`config.mk`:
```
export PLATFORM = sky130hd
export DESIGN_NAME = id_repeat_leb128_encoder
export DESIGN_NICKNAME = d
export VERILOG_FILES = /design/src/ileb_pkg.sv /design/src/ileb_shifter.sv /design/src/id_repeat_leb128_encoder.sv
export SDC_FILE = /design/constraint.sdc
export NUM_CORES = 1
export LEC_CHECK = 0
export ABC_AREA = 1
export BUFFER_PORTS_ARGS = -buffer_cell sky130_fd_sc_hd__buf_2
export CORE_AREA = 2 2 120 122
export CTS_CLUSTER_SIZE = 28
export DETAILED_ROUTE_END_ITERATION = 6
export DIE_AREA = 0 0 122 124
export PLACE_DENSITY_LB_ADDON = 0.12
export RECOVER_POWER = 100
export SYNTH_ARGS = -nofsm -noshare
export SYNTH_HDL_FRONTEND = slang
export SYNTH_HIERARCHICAL = 1
export SYNTH_SLANG_ARGS = --single-unit
```
`constraint.sdc`:
```
create_clock -name clk -period 5.04 [get_ports clk]
set_input_delay 0 -clock clk [delete_from_list [all_inputs] [get_ports clk]]
set_output_delay 0 -clock clk [all_outputs]
set_load 0.01 [all_outputs]
```
`src/ileb_pkg.sv`:
```
package ileb_pkg;

	localparam int IdBits    = 64;
	localparam int ChunkBits = 8;
	localparam int GroupBits = 7;

	typedef enum logic [2:0] {
		ST_IDLE  = 3'b001,
		ST_FLAG  = 3'b010,
		ST_BYTES = 3'b100
	} ileb_state_t;

	typedef struct packed {
		logic load;
		logic shift;
	} ileb_shf_ctl_t;

endpackage

```
`src/ileb_shifter.sv`:
```
module ileb_shifter
	import ileb_pkg::*;
(
	input  logic                 clk,
	input  ileb_shf_ctl_t        ctl,
	input  logic [IdBits-1:0]    load_value,
	output logic [ChunkBits-1:0] digit,
	output logic                 last
);

	logic [IdBits-1:0] rest_q;

	always_ff @(posedge clk) begin
		if (ctl.load) begin
			rest_q <= load_value;
		end else if (ctl.shift) begin
			rest_q <= rest_q >> GroupBits;
		end
	end

	assign last  = (rest_q[IdBits-1:GroupBits] == '0);
	assign digit = {~last, rest_q[GroupBits-1:0]};

endmodule

```
`src/id_repeat_leb128_encoder.sv`:
```
// Identifier repeat encoder. Each accepted 64-bit id yields a 0 flag when it
// equals the stored id, or a 1 flag followed by its unsigned LEB128 bytes
// (low group first) when it differs; the first id after reset is only stored.
// Chunks leave one per cycle through an output register while res_stall is
// low. An id is taken only while no earlier id is still emitting; a change
// yields n LEB128 bytes (1 to 10), produced by a shift register that peels
// off one seven-bit group per cycle unless the output is stalled.
module id_repeat_leb128_encoder
	import ileb_pkg::*;
(
	input  logic                 clk,
	input  logic                 arst_n,
	input  logic                 id_valid,
	output logic                 id_stall,
	input  logic [IdBits-1:0]    id,
	output logic                 res_valid,
	input  logic                 res_stall,
	output logic [ChunkBits-1:0] chunk,
	output logic                 is_byte,
	output logic                 last
);

	ileb_state_t          state_q;
	logic                 have_prev_q;
	logic [IdBits-1:0]    prev_q;
	logic                 flag_q;
	logic                 out_valid_q;
	logic [ChunkBits-1:0] chunk_q;
	logic                 is_byte_q;
	logic                 last_q;

	ileb_shf_ctl_t        shf_ctl;
	logic [ChunkBits-1:0] shf_digit;
	logic                 shf_last;
	logic                 id_xfer;
	logic                 adv;

	assign id_stall = (state_q != ST_IDLE);
	assign id_xfer  = id_valid && !id_stall;
	assign adv      = !out_valid_q || !res_stall;

	assign shf_ctl.load  = id_xfer && have_prev_q && (id != prev_q);
	assign shf_ctl.shift = (state_q == ST_BYTES) && adv;

	ileb_shifter u_shifter (
		.clk        (clk),
		.ctl        (shf_ctl),
		.load_value (id),
		.digit      (shf_digit),
		.last       (shf_last)
	);

	always_ff @(posedge clk or negedge arst_n) begin
		if (!arst_n) begin
			state_q     <= ST_IDLE;
			have_prev_q <= 1'b0;
			prev_q      <= '0;
			flag_q      <= 1'b0;
			out_valid_q <= 1'b0;
		end else begin
			if (adv) begin
				out_valid_q <= (state_q == ST_FLAG) || (state_q == ST_BYTES);
			end
			unique case (state_q)
				ST_IDLE: begin
					if (id_xfer) begin
						if (!have_prev_q) begin
							have_prev_q <= 1'b1;
							prev_q      <= id;
						end else begin
							flag_q  <= (id != prev_q);
							prev_q  <= id;
							state_q <= ST_FLAG;
						end
					end
				end
				ST_FLAG: begin
					if (adv) begin
						state_q <= flag_q ? ST_BYTES : ST_IDLE;
					end
				end
				ST_BYTES: begin
					if (adv) begin
						if (shf_last) begin
							state_q <= ST_IDLE;
						end
					end
				end
				default: begin
					state_q <= ST_IDLE;
				end
			endcase
		end
	end

	always_ff @(posedge clk) begin
		if (adv) begin
			if (state_q == ST_FLAG) begin
				chunk_q   <= {{(ChunkBits-1){1'b0}}, flag_q};
				is_byte_q <= 1'b0;
				last_q    <= !flag_q;
			end else begin
				chunk_q   <= shf_digit;
				is_byte_q <= 1'b1;
				last_q    <= shf_last;
			end
		end
	end

	assign res_valid = out_valid_q;
	assign chunk     = chunk_q;
	assign is_byte   = is_byte_q;
	assign last      = last_q;

	a_busy_has_prev: assert property (@(posedge clk) disable iff (!arst_n)
		(state_q != ST_IDLE) |-> have_prev_q)
		else $error("encoder busy without a stored id");

	a_change_then_byte: assert property (@(posedge clk) disable iff (!arst_n)
		(res_valid && !res_stall && !is_byte && !last) |=> (res_valid && is_byte))
		else $error("change flag not followed by a byte");

	a_cont_bit: assert property (@(posedge clk) disable iff (!arst_n)
		(res_valid && is_byte) |-> (chunk[ChunkBits-1] == !last))
		else $error("continuation bit disagrees with last");

endmodule
```
## Word level (Yosys, flattened, before mapping)

Index checks and enable logic that the tools add are counted.
W data, S select, Z words.

| word-level totals | value |
|---|---|
| register bits after elaboration | 144 |
| input bits | 68 |
| output and inout bits | 12 |

| operators by class | value |
|---|---|
| equality and inequality tests | 10 |
| multiplexer cells | 12 |
| bitwise logic cells | 1 |
| reductions and logical operators | 15 |

Operator list:

| cell | count |
|---|---|
| $mux W64 | 2 |
| $ne A64 B64 Y1 | 1 |
| $logic_not A57 Y1 | 1 |
| $mux W3 | 6 |
| $ne A2 B2 Y1 const B | 5 |
| $pmux W3 S3 | 1 |
| $reduce_and A5 Y1 | 1 |
| $logic_and A1 B1 Y1 | 4 |
| $logic_not A1 Y1 | 4 |
| $eq A3 B1 Y1 const B | 1 |
| $eq A3 B2 Y1 const B | 1 |
| $eq A3 B3 Y1 const B | 1 |
| $mux W1 | 3 |
| $ne A3 B1 Y1 const B | 1 |
| $reduce_and A3 Y1 | 1 |
| $logic_or A1 B1 Y1 | 2 |
| $reduce_and A2 Y1 | 1 |
| $reduce_bool A2 Y1 | 1 |
| $not A1 Y1 | 1 |

## Depth between registers and ports, before layout

Gate-level depths: netlist (run 1).

| logic depth | value |
|---|---|
| depth after elaboration | 6 |
| mapped depth | 16 |

## By module

Netlist (run 1), hierarchy kept.

By module, submodules not included:

| module | instances | cells each | area an instance (um^2) | seq. area each (um^2) |
|---|---|---|---|---|
| id_repeat_leb128_encoder | 1 | 631 | 4306.6 | 2053.2 |
| ileb_shifter | 1 | 357 | 3203.1 | 1921.8 |

## Worst setup path before layout (run 1)

OpenSTA, ideal clock, no wires.

| timing path | value |
|---|---|
| kind | register to register |
| from | reg state_q[0] |
| to | reg u_shifter.rest_q[0] (enable) |
| setup time | 426 ps |
| arrival time | 2976 ps |
| path slack | 1638 ps |
| cell stages (with the launch flop) | 13 |
| path buffers | 3 |
| clock period less this slack | 3402 ps |
| cell sequence | dfstp_2 > inv_1 > nor3_2 > inv_2 > nor2_2 > buf_4 > inv_2 > nor2_2 > nand2_1 > inv_1 > buf_6 > buf_6 > or2_1 |

RTL lines:

| what | RTL line | RTL |
|---|---|---|
| from (decl) | id_repeat_leb128_encoder.sv:23 | `ileb_state_t state_q;` |
| from (signal assigned) | id_repeat_leb128_encoder.sv:79 | `state_q <= flag_q ? ST_BYTES : ST_IDLE;` |
| to (signal assigned) | ileb_shifter.sv:15 | `rest_q <= load_value;` |
| to (signal assigned) | ileb_shifter.sv:17 | `rest_q <= rest_q >> GroupBits;` |
| to (decl) | ileb_shifter.sv:11 | `logic [IdBits-1:0] rest_q;` |

==> results of run 1 <==
## registers in the layout, summed over array words and instances (netlist names)
signal            flops
prev_q               64
u_shifter/rest_q     64
chunk                 8
state_q               3
flag_q                1
have_prev_q           1
is_byte               1
last                  1
res_valid             1
## worst paths after layout
path	from	end	slack, ns	depth (start not counted)
min	id_valid	state_q[0]	0.06	4
max	state_q[0]	u_shifter/rest_q[33]	1.09	11
max reg2reg	state_q[0]	u_shifter/rest_q[33]	1.09	11
min reg2reg	have_prev_q	have_prev_q	0.47	2
max in group asynchronous	arst_n	state_q[2]	4.12	3
min in group asynchronous	arst_n	prev_q[32]	0.33	3
## worst max-delay path, cell delays in order, from the launching register on
cell and delay [ns]:
dfstp_2 0.53, inv_1 0.05, nor3_1 0.26, clkinv_1 0.20, nor2_4 0.10, buf_4 0.39
inv_1 0.32, nor2_1 0.21, nand2_1 0.09, clkinv_1 0.06, or2_2 0.51, clkbuf_2 0.85
## routing by layer
| metal | global-route usage | vias to the layer above | wire length, um |
|---|---|---|---|
| met4 | 0.07256 | 0 | 211 |
| met2 | 0.3792 | 117 | 7800 |
| met3 | 0.04212 | 18 | 631 |
| met1 | 0.2908 | 2747 | 7307 |
| li1 | - | 3239 | - |
| met5 | 0 | - | 0 |
## synthesized netlist by cell type
library cell	instances
o21ai_2	6
dfstp_2	1
buf_4	16
o211ai_1	1
nor3_2	2
edfxtp_1	74
nor2_2	3
or2_1	1
xor2_1	10
inv_2	3
inv_1	176
nand4_1	1
dfrtp_1	69
clkbuf_1	1
buf_2	9
nor2_1	84
o21ai_1	2
nand3b_1	1
buf_6	6
clkbuf_2	3
nand3_1	12
o21ai_0	93
nand2_1	414
## cells by family (layout without fill, tap and decap cells)
group,count (synthesis),after routing,share of synthesized area
buffers and inverters,214,360,0.1230
AND/OR/NAND/NOR,518,518,0.2647
flip-flops,144,144,0.5293
XOR/XNOR,10,10,0.01166
AO/OA/AOI/OAI,102,102,0.07131
## power by group
group	internal [mW]	switching, mW	total (mW)
Combinational	0.501	0.998	1.50
Clock	0.725	0.491	1.22
Sequential	1.89	0.238	2.12
## stage by stage
| stage | hold WS, ns | power (mW) | cell area (um^2) | cells |
|---|---|---|---|---|
| 6_report | 0.05759 | 4.839 | 9099 | 1314 |
| 5_1_grt | 0.08570 | 5.229 | 9099 | 1314 |
| 4_1_cts | 0.04049 | 4.909 | 9145 | 1314 |
| 3_5_place_dp | 0.2555 | 3.636 | 7921 | 1217 |
| 3_3_place_gp | 0.2544 | 3.587 | 7921 | 1217 |
| 2_1_floorplan | -0.2956 | 3.313 | 7510 | 988 |
## cell type report
type	instances	area, um^2	area share
flip-flops and latches	144	3975	0.4369
multi-input cells	630	2586	0.2842
repair buffers	149	1067	0.1173
inverters	179	671.9	0.07384
clock buffers	18	429.2	0.04717
well taps	180	225.2	0.02475
clock inverters	14	143.9	0.01581
==> metrics.yaml, run 1 <==
cp-end-kind: "flip-flop"
drc: 0
fin_ws_ns: 1.089
max_freq_ghz: 0.2531
vias: 6121
antennaDiodeCount: 0
clk_path_buf_depth: 2
drt_iter0_markers: 466
synth_area_per_cell_um2: 7.601
setup_violations: 0
grt-ovfl-total: 0
synth_cell_types: 23
cts_tree: "built"
grt_pass1_wl_um: 26050
rsz0062_at_grt: "false"
synth_area_um2: 7510
mostFrequentLayoutCells: "nand2_1, inv_1, o21ai_0, nor2_1, edfxtp_1"
final_core_util: 0.6632
antenna_left: 0
post_cts_resize_count: 0
leakagePower_nw: 4.585
die_h_um: 124
ys_seq_elements: 144
die_x_um: 122
ir_drop_mv: 0.2359
status: "finished clean"
post_drt_wl_per_cell_um: 12.14
finalHoldViolations: 0
final_common_cell: "nand2_1"
pre_cts_slack_ns: 1.709
syn_nets: 1056
synth_area_leader_cell: "edfxtp_1"
powerDensity_nw_per_um2: 531.8
wl_um: 15950
postSynthCellCount: 988
io_pins: 80
finalNetCount: 1189
vias_per_cell: 4.658
hold_path.class: "primary input to flip-flop"
clkTransAtPathRegs_ns: 0.06
core_region_area_um2: 13720
cts_htree_levels: 4
skew_ns: 0.007216
ys_warn_count: 6
synth_top_area_frac: 0.2959
seq_area_frac_synth: 0.5293
numCtsBuffers: 17
grt.total_usage: 0.2234
cp.arrival_ns: 3.99
dpl.hpwl_um: 10510
fin_tns_setup_ns: 0
fillers: 1197
first_pass_iters: 5
clockRootBuffer: "clkbuf_16"
place_congestion: 0.7972
worst_skew_pair.late_latency_ns: 0.42
cp_max_fo: 52
area_delta_synth_final_pct: 21.16
ys_top_cells_by_area: "edfxtp_1, dfrtp_1, nand2_1"
worstMarginPinSlew_ns: 0.9632
antenna_found_initial: 0
fin_crit_ns: 3.951
drive_gt1_frac: 0.09612
grt_pass1_vias: 5619
crit_type: "flip-flop to flip-flop"
cts_hold_buffers: 65
slew_viol_final: 0
numPortBuffers: 79
grt_max_degree: 108
critPathRequiredTime_ns: 5.08
num_rows: 43
post_cts_buffers: 0
maxSlewHeadroom: 0.3578
cts_sinks: 144
cap_violations: 0
initial_core_util: 0.5474
cp-start-kind: "flip-flop"
post-route-period-util: 0.7839
dieArea_um2: 15130
Note: power is estimated with default switching activity, not from simulation.
==> run 2: changes to the inputs <==
--- a/config.mk
+++ b/config.mk
@@ -5,12 +5,12 @@
 export SDC_FILE = /design/constraint.sdc
 export NUM_CORES = 1
 export LEC_CHECK = 0
-export ABC_AREA = 1
+export ABC_AREA = 0
 export BUFFER_PORTS_ARGS = -buffer_cell sky130_fd_sc_hd__buf_2
-export CORE_AREA = 2 2 120 122
+export CORE_AREA = 2 2 116 118
 export CTS_CLUSTER_SIZE = 28
 export DETAILED_ROUTE_END_ITERATION = 6
-export DIE_AREA = 0 0 122 124
+export DIE_AREA = 0 0 118 120
 export PLACE_DENSITY_LB_ADDON = 0.12
 export RECOVER_POWER = 100
 export SYNTH_ARGS = -nofsm -noshare
==> constraint.sdc (replaced) <==
create_clock -name clk -period 3.4 [get_ports clk]
set_input_delay 0 -clock clk [delete_from_list [all_inputs] [get_ports clk]]
set_output_delay 0 -clock clk [all_outputs]
set_load 0.01 [all_outputs]
==> run 2 against run 1 <==
Against the previous run: the run now ends with capacitance limit, slew limit left; via count shrank 35%; sequential cell count is the same; critical endpoint is now prev_q[39]; highest routed layer unchanged; die area shrank 6.4%; clock power grew 49%; setup slack lost 0.71 ns; synthesized cell count shrank 56%; cell count shrank 41%; worst hold slack gained 0.0058 ns; first-iteration DRC count shrank 53%; critical path type unchanged; wire length shrank 10%; core utilization shrank 2.6 points.
==> metrics.yaml, run 2 <==
dieArea_um2: 14160
cts_hold_buffers: 66
synthFlopType: "edfxtp_1"
setup_violations: 0
vias: 4006
finalNetCount: 652
numCtsBuffers: 17
ys_top_cells_by_area: "edfxtp_1, dfrtp_1, mux2_2"
post_cts_resize_count: 0
antennaDiodeCount: 0
synth_area_um2: 6593
crit_type: "flip-flop to flip-flop"
finalHoldViolations: 0
rsz0062_at_grt: "false"
synth_top_area_frac: 0.3371
synth-xor-area-share: 0.08503
cp_max_fo: 66
grt.total_usage: 0.2154
postSynthCellCount: 436
first_pass_iters: 4
synth_compound_area_frac: 0.006073
r2r-start: "state_q[0]"
cts_htree_levels: 4
cp-start-kind: "flip-flop"
slew_viol_final: 99
clk_path_buf_depth: 2
place_congestion: 0.7815
clockRootBuffer: "clkbuf_16"
r2r_cells: 4
post_cts_buffers: 0
cp-end-kind: "flip-flop"
synth-adder-area-share: 0
grt_max_degree: 67
ys_warn_count: 6
drt_iter0_markers: 221
synth-simple-area-share: 0.06851
violations: "capacitance limit, slew limit"
cp-startpoint: "state_q[0]"
skew_ns: 0.01043
ys_seq_elements: 144
synth_cell_types: 30
crit_path_end: "prev_q[39]"
seq_area_frac_synth: 0.6030
initial_core_util: 0.5079
cp_num_cells: 4
cap_violations: 2
cp.arrival_ns: 3.32
powerDensity_nw_per_um2: 849.8
syn_nets: 504
drc: 0
crit_family: "buffers and inverters"
area_delta_synth_final_pct: 25.53
fin_hold_ws_ns: 0.06335
status: "finished, violations left"
io_pins: 80
synthTopCellsByCount: "mux2_2, edfxtp_1, dfrtp_1"
numPortBuffers: 79
worstPathCellList: "or3b_1 > nor2_1 > clkbuf_2 > mux2_2"
die_x_um: 118
die_h_um: 120
synth-edff-count: 74
grt_pass1_vias: 4137
critPathRequiredTime_ns: 3.70
post-route-period-util: 0.8883
drive_gt1_frac: 0.3333
final_common_cell: "mux2_2"
r2r_slack_ns: 0.38
worst_skew_pair.late_latency_ns: 0.43
clkTransAtPathRegs_ns: 0.06
max_freq_ghz: 0.3311
fillers: 1032
antenna_found_initial: 0
synth.area.mux_share: 0.2084
cp_num_buf_inv: 1
slowest_stage: "clkbuf_2"
r2r-end: "prev_q[39]"
grt-ovfl-total: 0
fin_tns_setup_ns: 0
cts_tree: "built"
leakagePower_nw: 3.231
dpl.hpwl_um: 9908
ir_drop_mv: 0.4592
cp_slowest_stage_delay_ns: 1.28
synth_area_leader_cell: "edfxtp_1"
wl_um: 14290
core_region_area_um2: 12980
hold_path.class: "primary input to flip-flop"
mostFrequentLayoutCells: "mux2_2, edfxtp_1, dfrtp_1, buf_2, dlygate4sd3_1"
antenna_left: 0
synth_top_family_by_area: "multiplexers"
min_path_cells: 5
post_drt_wl_per_cell_um: 18.48
maxSlewHeadroom: -0.1917
worstMarginPinSlew_ns: 1.788
num_rows: 42
synth_async_sr_flop_share: 0.4861
cts_sinks: 144
yosysMostFrequentCell: "mux2_2"
synth_area_per_cell_um2: 15.12
grt_pass1_wl_um: 22270
fin_crit_ns: 3.020
vias_per_cell: 5.182
run 2: worst min path at each step:
stage                  start    endpoint  slack (ns)
global route        id_valid      flag_q        0.11
finish              id_valid  state_q[1]        0.06
floorplan             arst_n      flag_q       -0.30
global placement      arst_n  prev_q[41]         0.1
CTS                 id_valid      flag_q        0.05
detailed placement    arst_n  prev_q[41]        0.11
run 2: per-stage QoR:
step                utilization  area [um^2]  std cells  setup WS [ns]  power (mW)
floorplan                     -         6593        436         0.3535       4.709
global placement         0.5452         7077        675         0.4977       5.143
detailed placement       0.5452         7077        675         0.4683       5.216
CTS                      0.6405         8314        773         0.4440       7.118
global route             0.6376         8275        773         0.1474       7.412
finish                   0.6376         8275        773         0.3798       7.033
run 2: layout make-up:
| cell class | count | area (um^2) | area share |
|---|---|---|---|
| flip-flops and latches | 144 | 3975 | 0.4803 |
| multi-input cells | 268 | 2424 | 0.2929 |
| repair buffers | 151 | 1072 | 0.1296 |
| clock buffers | 18 | 429.2 | 0.05186 |
| well taps | 176 | 220.2 | 0.02661 |
| clock inverters | 14 | 147.6 | 0.01784 |
| inverters | 2 | 7.507 | 0.0009072 |
run 2: metal layers:
metal  global-route usage  routed length, um  share of wire  vias to the layer above
li1                     -                  -              -                     1899
met1               0.2772               6419           0.45                     1986
met2               0.3528               7027           0.49                       97
met3              0.04943                529          0.037                       24
met4              0.09111                310          0.022                        0
met5                    0                  0              0                        -
run 2: cells by family (layout without fill, tap and decap cells):
logic type / Yosys count / after routing
flip-flops: 144 / 144
multiplexers: 122 / 122
AND/OR/NAND/NOR: 74 / 74
XOR/XNOR: 64 / 64
buffers and inverters: 24 / 185
AO/OA/AOI/OAI: 8 / 8
run 2: worst register-to-register path, delay by kind of cell, from the launching register on:
| family | cells | cell delay [ns] |
|---|---|---|
| buffers and inverters | 1 | 1.28 |
| and+or+nand+nor | 2 | 0.56 |
| muxes | 1 | 0.49 |
| DFF | 1 | 0.58 |
run 2: power breakdown:
part	switching, mW	leakage (nW)	internal (mW)
Clock	0.686	0.284	1.14
Combinational	0.929	1.42	1.04
Sequential	0.459	1.52	2.78
Total	2.07	3.23	4.96
